===== src/rtl/core/sts_pkg.sv =====
// sts_pkg: shared types and constants for the sorted table search core.
// No dependencies; imported by sts_table_mem, sts_search_ctrl and the top level.
`default_nettype none
package sts_pkg;

  // Default geometry of the table.
  localparam int unsigned DEFAULT_TABLE_DEPTH = 1024;
  localparam int unsigned DEFAULT_VALUE_WIDTH = 32;

  // Fixed widths of the stream and register fields.
  localparam int unsigned CMD_W        = 1;
  localparam int unsigned ENTRY_IDX_W  = 10;
  localparam int unsigned ITEM_VALUE_W = 32;
  localparam int unsigned POSITION_W   = 10;
  localparam int unsigned COUNT_REG_W  = 11;
  localparam int unsigned S_TDATA_W    = 48;
  localparam int unsigned M_TDATA_W    = 16;
  localparam int unsigned PADDR_W      = 3;
  localparam int unsigned PDATA_W      = 32;

  // Command codes carried in s_tuser.
  typedef enum logic [CMD_W-1:0] {
    CMD_LOAD   = 1'b0,
    CMD_SEARCH = 1'b1
  } command_t;

  // Register index (byte address divided by four).
  localparam logic [0:0] REG_ENTRY_COUNT = 1'b0;

  // Memory port controls from the sequencer to the table.
  typedef struct packed {
    logic wr_en;
    logic rd_en;
  } mem_ctl_t;

endpackage
`default_nettype wire


===== src/rtl/core/sts_search_ctrl.sv =====
// sts_search_ctrl: load/search sequencer and result register.
// Depends on sts_pkg; drives sts_table_mem one probe per cycle.
`default_nettype none
module sts_search_ctrl #(
  parameter int unsigned TABLE_DEPTH = 1024,
  parameter int unsigned VALUE_WIDTH = 32,
  localparam int unsigned IDX_W = (TABLE_DEPTH > 1) ? $clog2(TABLE_DEPTH) : 1,
  localparam int unsigned CNT_W = $clog2(TABLE_DEPTH + 1)
) (
  input  wire logic                        clk,
  input  wire logic                        rst,
  // item side
  input  wire logic                        in_valid,
  output logic                             in_ready,
  input  wire sts_pkg::command_t           command,
  input  wire logic [sts_pkg::ENTRY_IDX_W-1:0] entry_index,
  input  wire logic [VALUE_WIDTH-1:0]      item_key,
  input  wire logic [CNT_W-1:0]            search_count,
  // table port
  output sts_pkg::mem_ctl_t                mem_ctl,
  output logic      [IDX_W-1:0]            mem_addr,
  output logic      [VALUE_WIDTH-1:0]      mem_wdata,
  input  wire logic [VALUE_WIDTH-1:0]      mem_rdata,
  // result side
  output logic                             out_valid,
  input  wire logic                        out_ready,
  output logic                             out_found,
  output logic      [sts_pkg::POSITION_W-1:0] out_position
);
  import sts_pkg::*;

  typedef enum logic [1:0] {
    ST_IDLE,
    ST_SEARCH,
    ST_FINISH
  } state_t;

  state_t                 state;
  logic [CNT_W-1:0]       lo;
  logic [CNT_W-1:0]       hi;
  logic [CNT_W-1:0]       mid;
  logic                   pending;
  logic                   hit_eq;
  logic [VALUE_WIDTH-1:0] key;

  logic                   accept;
  logic                   load_ok;
  logic                   probe_lt;
  logic                   take_lo;
  logic                   take_hi;
  logic [CNT_W-1:0]       lo_next;
  logic [CNT_W-1:0]       hi_next;
  logic [CNT_W-1:0]       mid_next;
  logic                   hit_eq_next;
  logic                   more;
  logic                   out_free;
  logic                   result_load;

  assign in_ready    = (state == ST_IDLE);
  assign accept      = in_valid && in_ready;
  assign load_ok     = (32'(entry_index) < TABLE_DEPTH);
  assign out_free    = !out_valid || out_ready;
  assign result_load = (state == ST_FINISH) && out_free;

  // Fold in the probe issued last cycle, then pick the next midpoint.
  always_comb begin
    probe_lt    = (mem_rdata < key);
    take_lo     = pending && probe_lt;
    take_hi     = pending && !probe_lt;
    lo_next     = take_lo ? mid + CNT_W'(1) : lo;
    hi_next     = take_hi ? mid : hi;
    hit_eq_next = take_hi ? (mem_rdata == key) : hit_eq;
    mid_next    = lo_next + ((hi_next - lo_next) >> 1);
    more        = (lo_next < hi_next);
  end

  always_comb begin
    mem_ctl.wr_en = accept && (command == CMD_LOAD) && load_ok;
    mem_ctl.rd_en = (state == ST_SEARCH) && more;
    mem_wdata     = item_key;
    if (state == ST_IDLE) begin
      mem_addr = IDX_W'(entry_index);
    end else begin
      mem_addr = IDX_W'(mid_next);
    end
  end

  always_ff @(posedge clk) begin
    if (rst) begin
      state     <= ST_IDLE;
      pending   <= 1'b0;
      out_valid <= 1'b0;
    end else begin
      // load a new result, or drop the one just taken
      if (result_load) begin
        out_valid <= 1'b1;
      end else if (out_valid && out_ready) begin
        out_valid <= 1'b0;
      end
      case (state)
        ST_IDLE: begin
          if (accept && (command == CMD_SEARCH)) begin
            lo      <= '0;
            hi      <= search_count;
            key     <= item_key;
            hit_eq  <= 1'b0;
            pending <= 1'b0;
            state   <= ST_SEARCH;
          end
        end
        ST_SEARCH: begin
          lo      <= lo_next;
          hi      <= hi_next;
          mid     <= mid_next;
          hit_eq  <= hit_eq_next;
          pending <= more;
          if (!more) begin
            state <= ST_FINISH;
          end
        end
        ST_FINISH: begin
          // the last probe that lowered hi looked at the final bound
          if (result_load) begin
            out_found    <= hit_eq;
            out_position <= hit_eq ? POSITION_W'(lo) : '0;
            state        <= ST_IDLE;
          end
        end
        default: begin
          state <= ST_IDLE;
        end
      endcase
    end
  end

  // Loads and probes never share a cycle, so no forwarding is needed.
  a_no_wr_in_search: assert property (@(posedge clk) disable iff (rst)
    mem_ctl.wr_en |-> (state == ST_IDLE))
    else $error("table write outside idle");

  a_bounds_ordered: assert property (@(posedge clk) disable iff (rst)
    (state == ST_SEARCH) && pending |-> (lo <= mid) && (mid < hi))
    else $error("probe outside search window");

  a_probe_follows: assert property (@(posedge clk) disable iff (rst)
    mem_ctl.rd_en |=> (state == ST_SEARCH) && pending)
    else $error("probe read not consumed");

  a_miss_position: assert property (@(posedge clk) disable iff (rst)
    out_valid && !out_found |-> (out_position == '0))
    else $error("miss reported with nonzero position");

endmodule
`default_nettype wire


===== config.mk =====
export PLATFORM = sky130hd
export DESIGN_NAME = sts_search_ctrl
export DESIGN_NICKNAME = d
export VERILOG_FILES = /design/src/rtl/core/sts_pkg.sv /design/src/rtl/core/sts_search_ctrl.sv
export SDC_FILE = /design/constraint.sdc
export NUM_CORES = 1
export LEC_CHECK = 0
export ABC_AREA = 1
export BUFFER_PORTS_ARGS = -buffer_cell sky130_fd_sc_hd__buf_2
export CORE_ASPECT_RATIO = 1.5
export CORE_MARGIN = 2
export CORE_UTILIZATION = 54
export CTS_CLUSTER_DIAMETER = 120
export CTS_CLUSTER_SIZE = 10
export DETAILED_ROUTE_END_ITERATION = 7
export GPL_TIMING_DRIVEN = 0
export PLACE_DENSITY = 0.81
export REMOVE_ABC_BUFFERS = 1
export SLEW_MARGIN = 20
export SYNTH_ARGS = -nofsm -noshare
export SYNTH_HDL_FRONTEND = slang
export SYNTH_SLANG_ARGS = --single-unit

===== constraint.sdc =====
create_clock -name clk -period 9.7 [get_ports clk]
set_input_delay 2.425 -clock clk [delete_from_list [all_inputs] [get_ports clk]]
set_output_delay 2.425 -clock clk [all_outputs]
set_load 0.1 [all_outputs]

Yosys cells after proc, flatten, opt, wreduce, memory -nomap -nowiden
Index checks and enable logic that the tools add are counted.
{ "classes": {"n_reduce_logical": 21, "bitwise_logic": 2, "mux": 17, "magnitude_cmp": 2, "n_addsub": 3, "eq_ne": 7} }
{ "ops": {"columns": ["operator", "n"], "rows": [
  ["2-to-1 mux 11 bit", 4],
  ["case mux 11 bit (2 select lines)", 2],
  ["equality test 32 bit", 1],
  ["< comparator 32 bit", 1],
  ["AND reduction 3 bit", 4],
  ["adder 11 x 1 -> 11 bit, second input constant", 1],
  ["adder 11 x 10 -> 11 bit", 1],
  ["< comparator 11 bit", 1],
  ["subtractor 11 bit", 1],
  ["2-to-1 mux 10 bit", 1],
  ["logical AND 1 bit", 8],
  ["2-to-1 mux 2 bit", 3],
  ["!= test 2 bit, second input constant", 3],
  ["case mux 2 bit (3 select lines)", 1],
  ["2-to-1 mux 1 bit", 4],
  ["case mux 1 bit (2 select lines)", 2],
  ["AND reduction 2 bit", 2],
  ["AND reduction 4 bit", 1],
  ["nonzero test 2 bit", 2],
  ["equality test 2 x 1 -> 1 bit, second input constant", 1],
  ["equality test 2 bit, second input constant", 1],
  ["logical NOT 1 bit", 2],
  ["logical NOT 2 bit", 1],
  ["!= test 2 x 1 -> 1 bit, second input constant", 1],
  ["other kinds (2)", 3]
]} }
{ "totals": {"regBits": 81, "in_bits": 90, "elab_cells": 62, "out_inout_bits": 57} }

Depth between registers and ports, before layout
{ "logic_depth": {"word_depth": 7, "ltp_mapped": 36, "mapped_depth_nobuf": 36} }

Worst setup path before layout
OpenSTA, ideal clock, no wires.
{ "synth_timing": {"kind": "input port to output port", "start": "input mem_rdata[23]", "end": "output mem_addr[9]", "arrival_time_ns": 6.628, "path_buffers": 1, "required_time_ns": 7.275, "path_slack_ns": 0.647, "path_stages": 25, "cell_sequence": "ha_1 a21oi_1 o21a_1 nand2_2 a21oi_4 nand3_2 inv_1 clkbuf_1 a21oi_1 ha_1 fa_1 o21ai_1 nand2_1 nand2_1 a21boi_2 o21ai_1 xor2_1 ha_1 nand2_1 nor2_1 a211oi_1 nand2_1 nand2_1 nand3_1 nand2_1"} }
{ "synth_via": {"word_cells_on_any_way": 9, "cone_classes": "add/sub: 2; order compare: 1; mux: 3; reduce/logical: 3"} }
{ "synth_lines": {"columns": ["item", "line", "text"], "rows": [
  ["from (decl)", "sts_search_ctrl.sv:23", "input wire logic [VALUE_WIDTH-1:0] mem_rdata,"],
  ["< comparator 32 bit *", "sts_search_ctrl.sv:67", "probe_lt = (mem_rdata < key);"],
  ["logical AND 1 bit *", "sts_search_ctrl.sv:68", "take_lo = pending && probe_lt;"],
  ["2-to-1 mux 11 bit *", "sts_search_ctrl.sv:70", "lo_next = take_lo ? mid + CNT_W'(1) : lo;"],
  ["net lo_next[0]", "sts_search_ctrl.sv:51", "logic [CNT_W-1:0] lo_next;"],
  ["subtractor 11 bit", "sts_search_ctrl.sv:73", "mid_next = lo_next + ((hi_next - lo_next) >> 1);"],
  ["adder 11 x 10 -> 11 bit *", "sts_search_ctrl.sv:73", null],
  ["2-to-1 mux 10 bit *", "sts_search_ctrl.sv:81", "if (state == ST_IDLE) begin"],
  ["to (decl)", "sts_search_ctrl.sv:21", "output logic [IDX_W-1:0] mem_addr,"]
]} }
Mark *: on every way through the listed nets, which the timed path passes. The rest lies on a longest branch.

Worst setup path in the final report
{ "layout_timing": {"start": "input mem_rdata[11]", "end": "output mem_addr[9]"} }
Same word-level chain as after synthesis.

==> reports/results.env <==
REGAREA_SQ_UM=2392
FF2FF_PATH_DEPTH=29
MOSTFREQUENTLAYOUTCELL='sky130_fd_sc_hd__buf_2'
SWITCHINGPOWER_uW=420.4
MIN_PATH_TYPE='reg -> reg'
POWER_FRAC_CLOCK_PCT=30.6
LAYOUT-DRIVE-GT1-SHARE_PCT=28.76
FF2FF_SETUP_SLACK_NS=4.88
INSERTEDDIODECOUNT=0
GLOBALPLACE.CONGESTION=0.9030
POST_DRT_WL_PER_CELL_UM=14.69
SYNTH_WARNINGS=0
CPMAXSTAGEDELAYCELL='sky130_fd_sc_hd__fa_1'
DRT_PRE_ANTENNA_ITERS=4
ANTENNA_VIOLATIONS_BEFORE_REPAIR=0
DIE_HEIGHT_UM=128.3
TIMING.FINAL.HOLD_VIOLATIONS=0
PWR-SHARE-COMB_PCT=33.8
WORST_SETUP_END_KIND='output pin'
INT_PWR_uW=740.6
GLOBALROUTEOVERFLOWTOTAL=0
SYNTH_TOP_CELLS_BY_AREA='sky130_fd_sc_hd__edfxtp_1 42%, sky130_fd_sc_hd__ha_1 12%, sky130_fd_sc_hd__nand2_1 9.6%, sky130_fd_sc_hd__inv_1 6.7%, sky130_fd_sc_hd__buf_4 4.3%'
NETLIST-CELL-TYPE-COUNT=43
NETLIST_INSTANCES=631
CTS.HTREE.LEVELS=3
GLOBAL_ROUTE.USAGE.TOTAL_PCT=23.29
SYNTH.LARGEST_AREA_CELL='sky130_fd_sc_hd__edfxtp_1'
IO_PINS=147
GRT_MAX_DEGREE=28
MAXSLEWVIOLCOUNT=0
VDD.IR_DROP.WORST_mV=0.1001
ROWS=45
WORSTPATHARRIVAL_NS=6.87
GRT_PASS1_WL_MM=20.02
TRITONCTS='done'
VIA_COUNT=4532
FIN_CRIT_SH_PCT=95.87
GRT_PASS1_VIAS=4460
CLOCK_BUFFERS_CREATED_BY_TRITONCTS=9
CLOCK_SINKS=81
TIMING.CRITICAL_PATH.FROM_TYPE='primary input'
AREA_OF_THE_DIE_SQ_UM=11150
DIEWIDTH_UM=86.87
TIMING.CRITICAL_PATH.SLOWEST_CELL_DELAY_NS=0.40
PWR_DENSITY_CELL_nW_PER_UM2=176.2
CLKLATENCYLATEPIN_NS=0.34
DRCVIOLATIONCOUNT=0
CRIT_FANOUT=6
MAX_SLEW.WORST_PIN.SLEW_NS=1.040
SETUP_SKEW_AFTER_LAYOUT_NS=0.005552
CORE_REGION_AREA_SQ_UM=10080
PLACE_HPWL_MM=10.46
HOLD_PATH.STARTPOINT='lo[0]'
PLACE.DETAILED.INSTANCES=856
POST-PLACE-WS_NS=-0.05221
SEQ_AREA_FRAC_SYNTH_PCT=43.00
HOLD_PATH_DEPTH=2
SYNTH_FF_TYPE='sky130_fd_sc_hd__edfxtp_1'
SYNTH_TOP_AREA_SHARE_PCT=41.57
STATUS='complete, no violations'
SYN_AREA_PER_CELL_SQ_UM=8.816
TIMING_WORST_SETUP_PATH_TYPE='in -> out'
POWER_LEAKAGE_uW=0.003336
N_FILL_CELL=813
POST_LAYOUT_NONFILLER_INSTANCES=875
SYNTHARSTFLOPSHARE_PCT=0
CRITICAL_PATH_REQUIRED_NS=7.28
CRITICAL-PATH-TOP-CELL-BY-COUNT='sky130_fd_sc_hd__nand2_1'
POSTROUTEANTENNANETS=0
TOTALWIRELENGTH_MM=12.85
CTS_ROOT_BUFFER='sky130_fd_sc_hd__clkbuf_16'
CTSLONGESTPATHBUFFERS=2
REGTOREGSTARTPOINT='key[15]'
DRT_ITER0_MARKERS=206
INITIAL_UTILIZATION_PCT=55.20
P_SEQ_SHARE_PCT=35.6
FINAL-SETUP-VIOL-COUNT=0
YS_SEQ_ELEMENTS=81
NNETSFINAL=898
CLK_PIN_SLEW_WORST_PATHS_NS=0.06
TOTAL_OF_MAX_CAP_VIOLATIONS=0
WORST_SLEW_MARGIN_REL_PCT=30.38
FINAL_CELL_MIX='144 x sky130_fd_sc_hd__buf_2, 143 x sky130_fd_sc_hd__nand2_1, 99 x sky130_fd_sc_hd__inv_1'
MAX_CLOCK_FREQ_MHz=107.5
CRIT-REG2REG-CAPTURE='mid[10]'
SYNTH-EDFF-COUNT=77
PLACEMENT.IO_BUFFERS=146
MIN_TO='out_position[0]'
MULTIINPUTGATEAREA_SQ_UM=2544
ROUTED_VIA_DENSITY=5.179
NETSWITCHINGFRACTION_PCT=36.21
SYNTHESIS.AREA_SQ_UM=5563
FINALWORSTPATHREQUIREDPERIOD_NS=9.299
FIN_WS_NS=0.4008
AREA_DELTA_SYNTH_FINAL_PCT=18.49
[routing by layer]
metal  vias up  track usage (%)  part of all wire (%)
met4         0            10.02                   2.6
met3        23            4.636                   4.9
met2       158            45.13                    56
met1      2074            23.25                    37
met5         -                0                     0
li1       2277                -                     -
[per-stage QoR]
stage	TNS [ns]	power, uW	hold WS (ns)	utilization [%]	cell area (sq um)
detailed placement	-0.05221	808.0	0.5179	61.79	6227
global placement	0	797.3	0.5044	61.20	6168
global route	-0.01757	1212	0.5607	65.40	6591
finish	0	1161	0.5306	65.40	6591
CTS	0	1163	0.5305	64.89	6540
floorplan	0	667.7	0.4891	-	5291
[cell families (layout without fill, tap and decap cells)]
| logic type | after synthesis | in the layout | synth area share [%] |
|---|---|---|---|
| and+or+nand+nor | 260 | 260 | 21.50 |
| adders and majority gates | 55 | 55 | 12.64 |
| buffers and inverters | 145 | 272 | 11.97 |
| xor gates and xnor gates | 17 | 17 | 2.946 |
| AOI/OAI and AO/OA | 70 | 70 | 7.333 |
| DFF | 81 | 81 | 43.01 |
| muxes | 3 | 3 | 0.6072 |
[state kept, by name, summed over array words and instances, names as in the netlist]
register      count
out_found         1
hi               11
out_position     10
lo               11
key              32
mid              11
hit_eq            1
pending           1
out_valid         1
state             2
[power groups by stage]
| stage | Sequential, uW | Clock, uW | Combinational (uW) |
|---|---|---|---|
| finish | 413 | 355 | 393 |
| floorplan | 424 | 0 | 244 |
| CTS | 413 | 360 | 390 |
| global placement | 420 | 0 | 377 |
| global route | 414 | 371 | 427 |
| detailed placement | 420 | 0 | 388 |
[cell type report]
| type | count | share of cell area, % |
|---|---|---|
| clock buffer | 9 | 3.417 |
| clock inverter | 7 | 1.291 |
| inverter | 105 | 6.036 |
| multi-input combinational | 405 | 38.59 |
| sequential | 81 | 36.29 |
| tap | 117 | 2.221 |
| timing repair buffer | 151 | 12.15 |
[worst max-delay path, delay by kind of cell]
family / cells / cell delay [ns]
fa+ha+maj: 4 / 1.21
buf+inv: 5 / 0.65
simple gates: 16 / 1.67
compound gates: 5 / 0.67
xor+xnor: 1 / 0.21
[worst max path at each step]
stage	from	endpoint	slack [ns]
floorplan	mem_rdata[23]	mem_addr[9]	0.65
global placement	mem_rdata[11]	mem_addr[9]	0.06
detailed placement	mem_rdata[11]	mem_addr[9]	-0.05
CTS	mem_rdata[11]	mem_addr[8]	0.06
global route	mem_rdata[31]	mem_addr[8]	-0.02
finish	mem_rdata[11]	mem_addr[9]	0.40
[repair_timing]
| action | in CTS | in global routing |
|---|---|---|
| hold buffers | 0 | 0 |
| pin swaps | 0 | 1 |
| setup endpoints to repair | 1 | 4 |
| setup buffers | 0 | 3 |
| gates cloned | 0 | 0 |
| gates resized for setup | 1 | 8 |
[cells in the mapped netlist, types with 7 or more instances]
cell type / number
sky130_fd_sc_hd__xor2_1: 11
sky130_fd_sc_hd__nand2_1: 143
sky130_fd_sc_hd__o21ai_0: 19
sky130_fd_sc_hd__ha_1: 53
sky130_fd_sc_hd__nor2_1: 40
sky130_fd_sc_hd__nand2_2: 17
sky130_fd_sc_hd__a21oi_1: 29
sky130_fd_sc_hd__inv_1: 100
sky130_fd_sc_hd__nand4_1: 8
sky130_fd_sc_hd__edfxtp_1: 77
sky130_fd_sc_hd__nand3_1: 22
sky130_fd_sc_hd__buf_4: 32
sky130_fd_sc_hd__clkbuf_1: 7
Note: power is estimated with default switching activity, not from simulation.
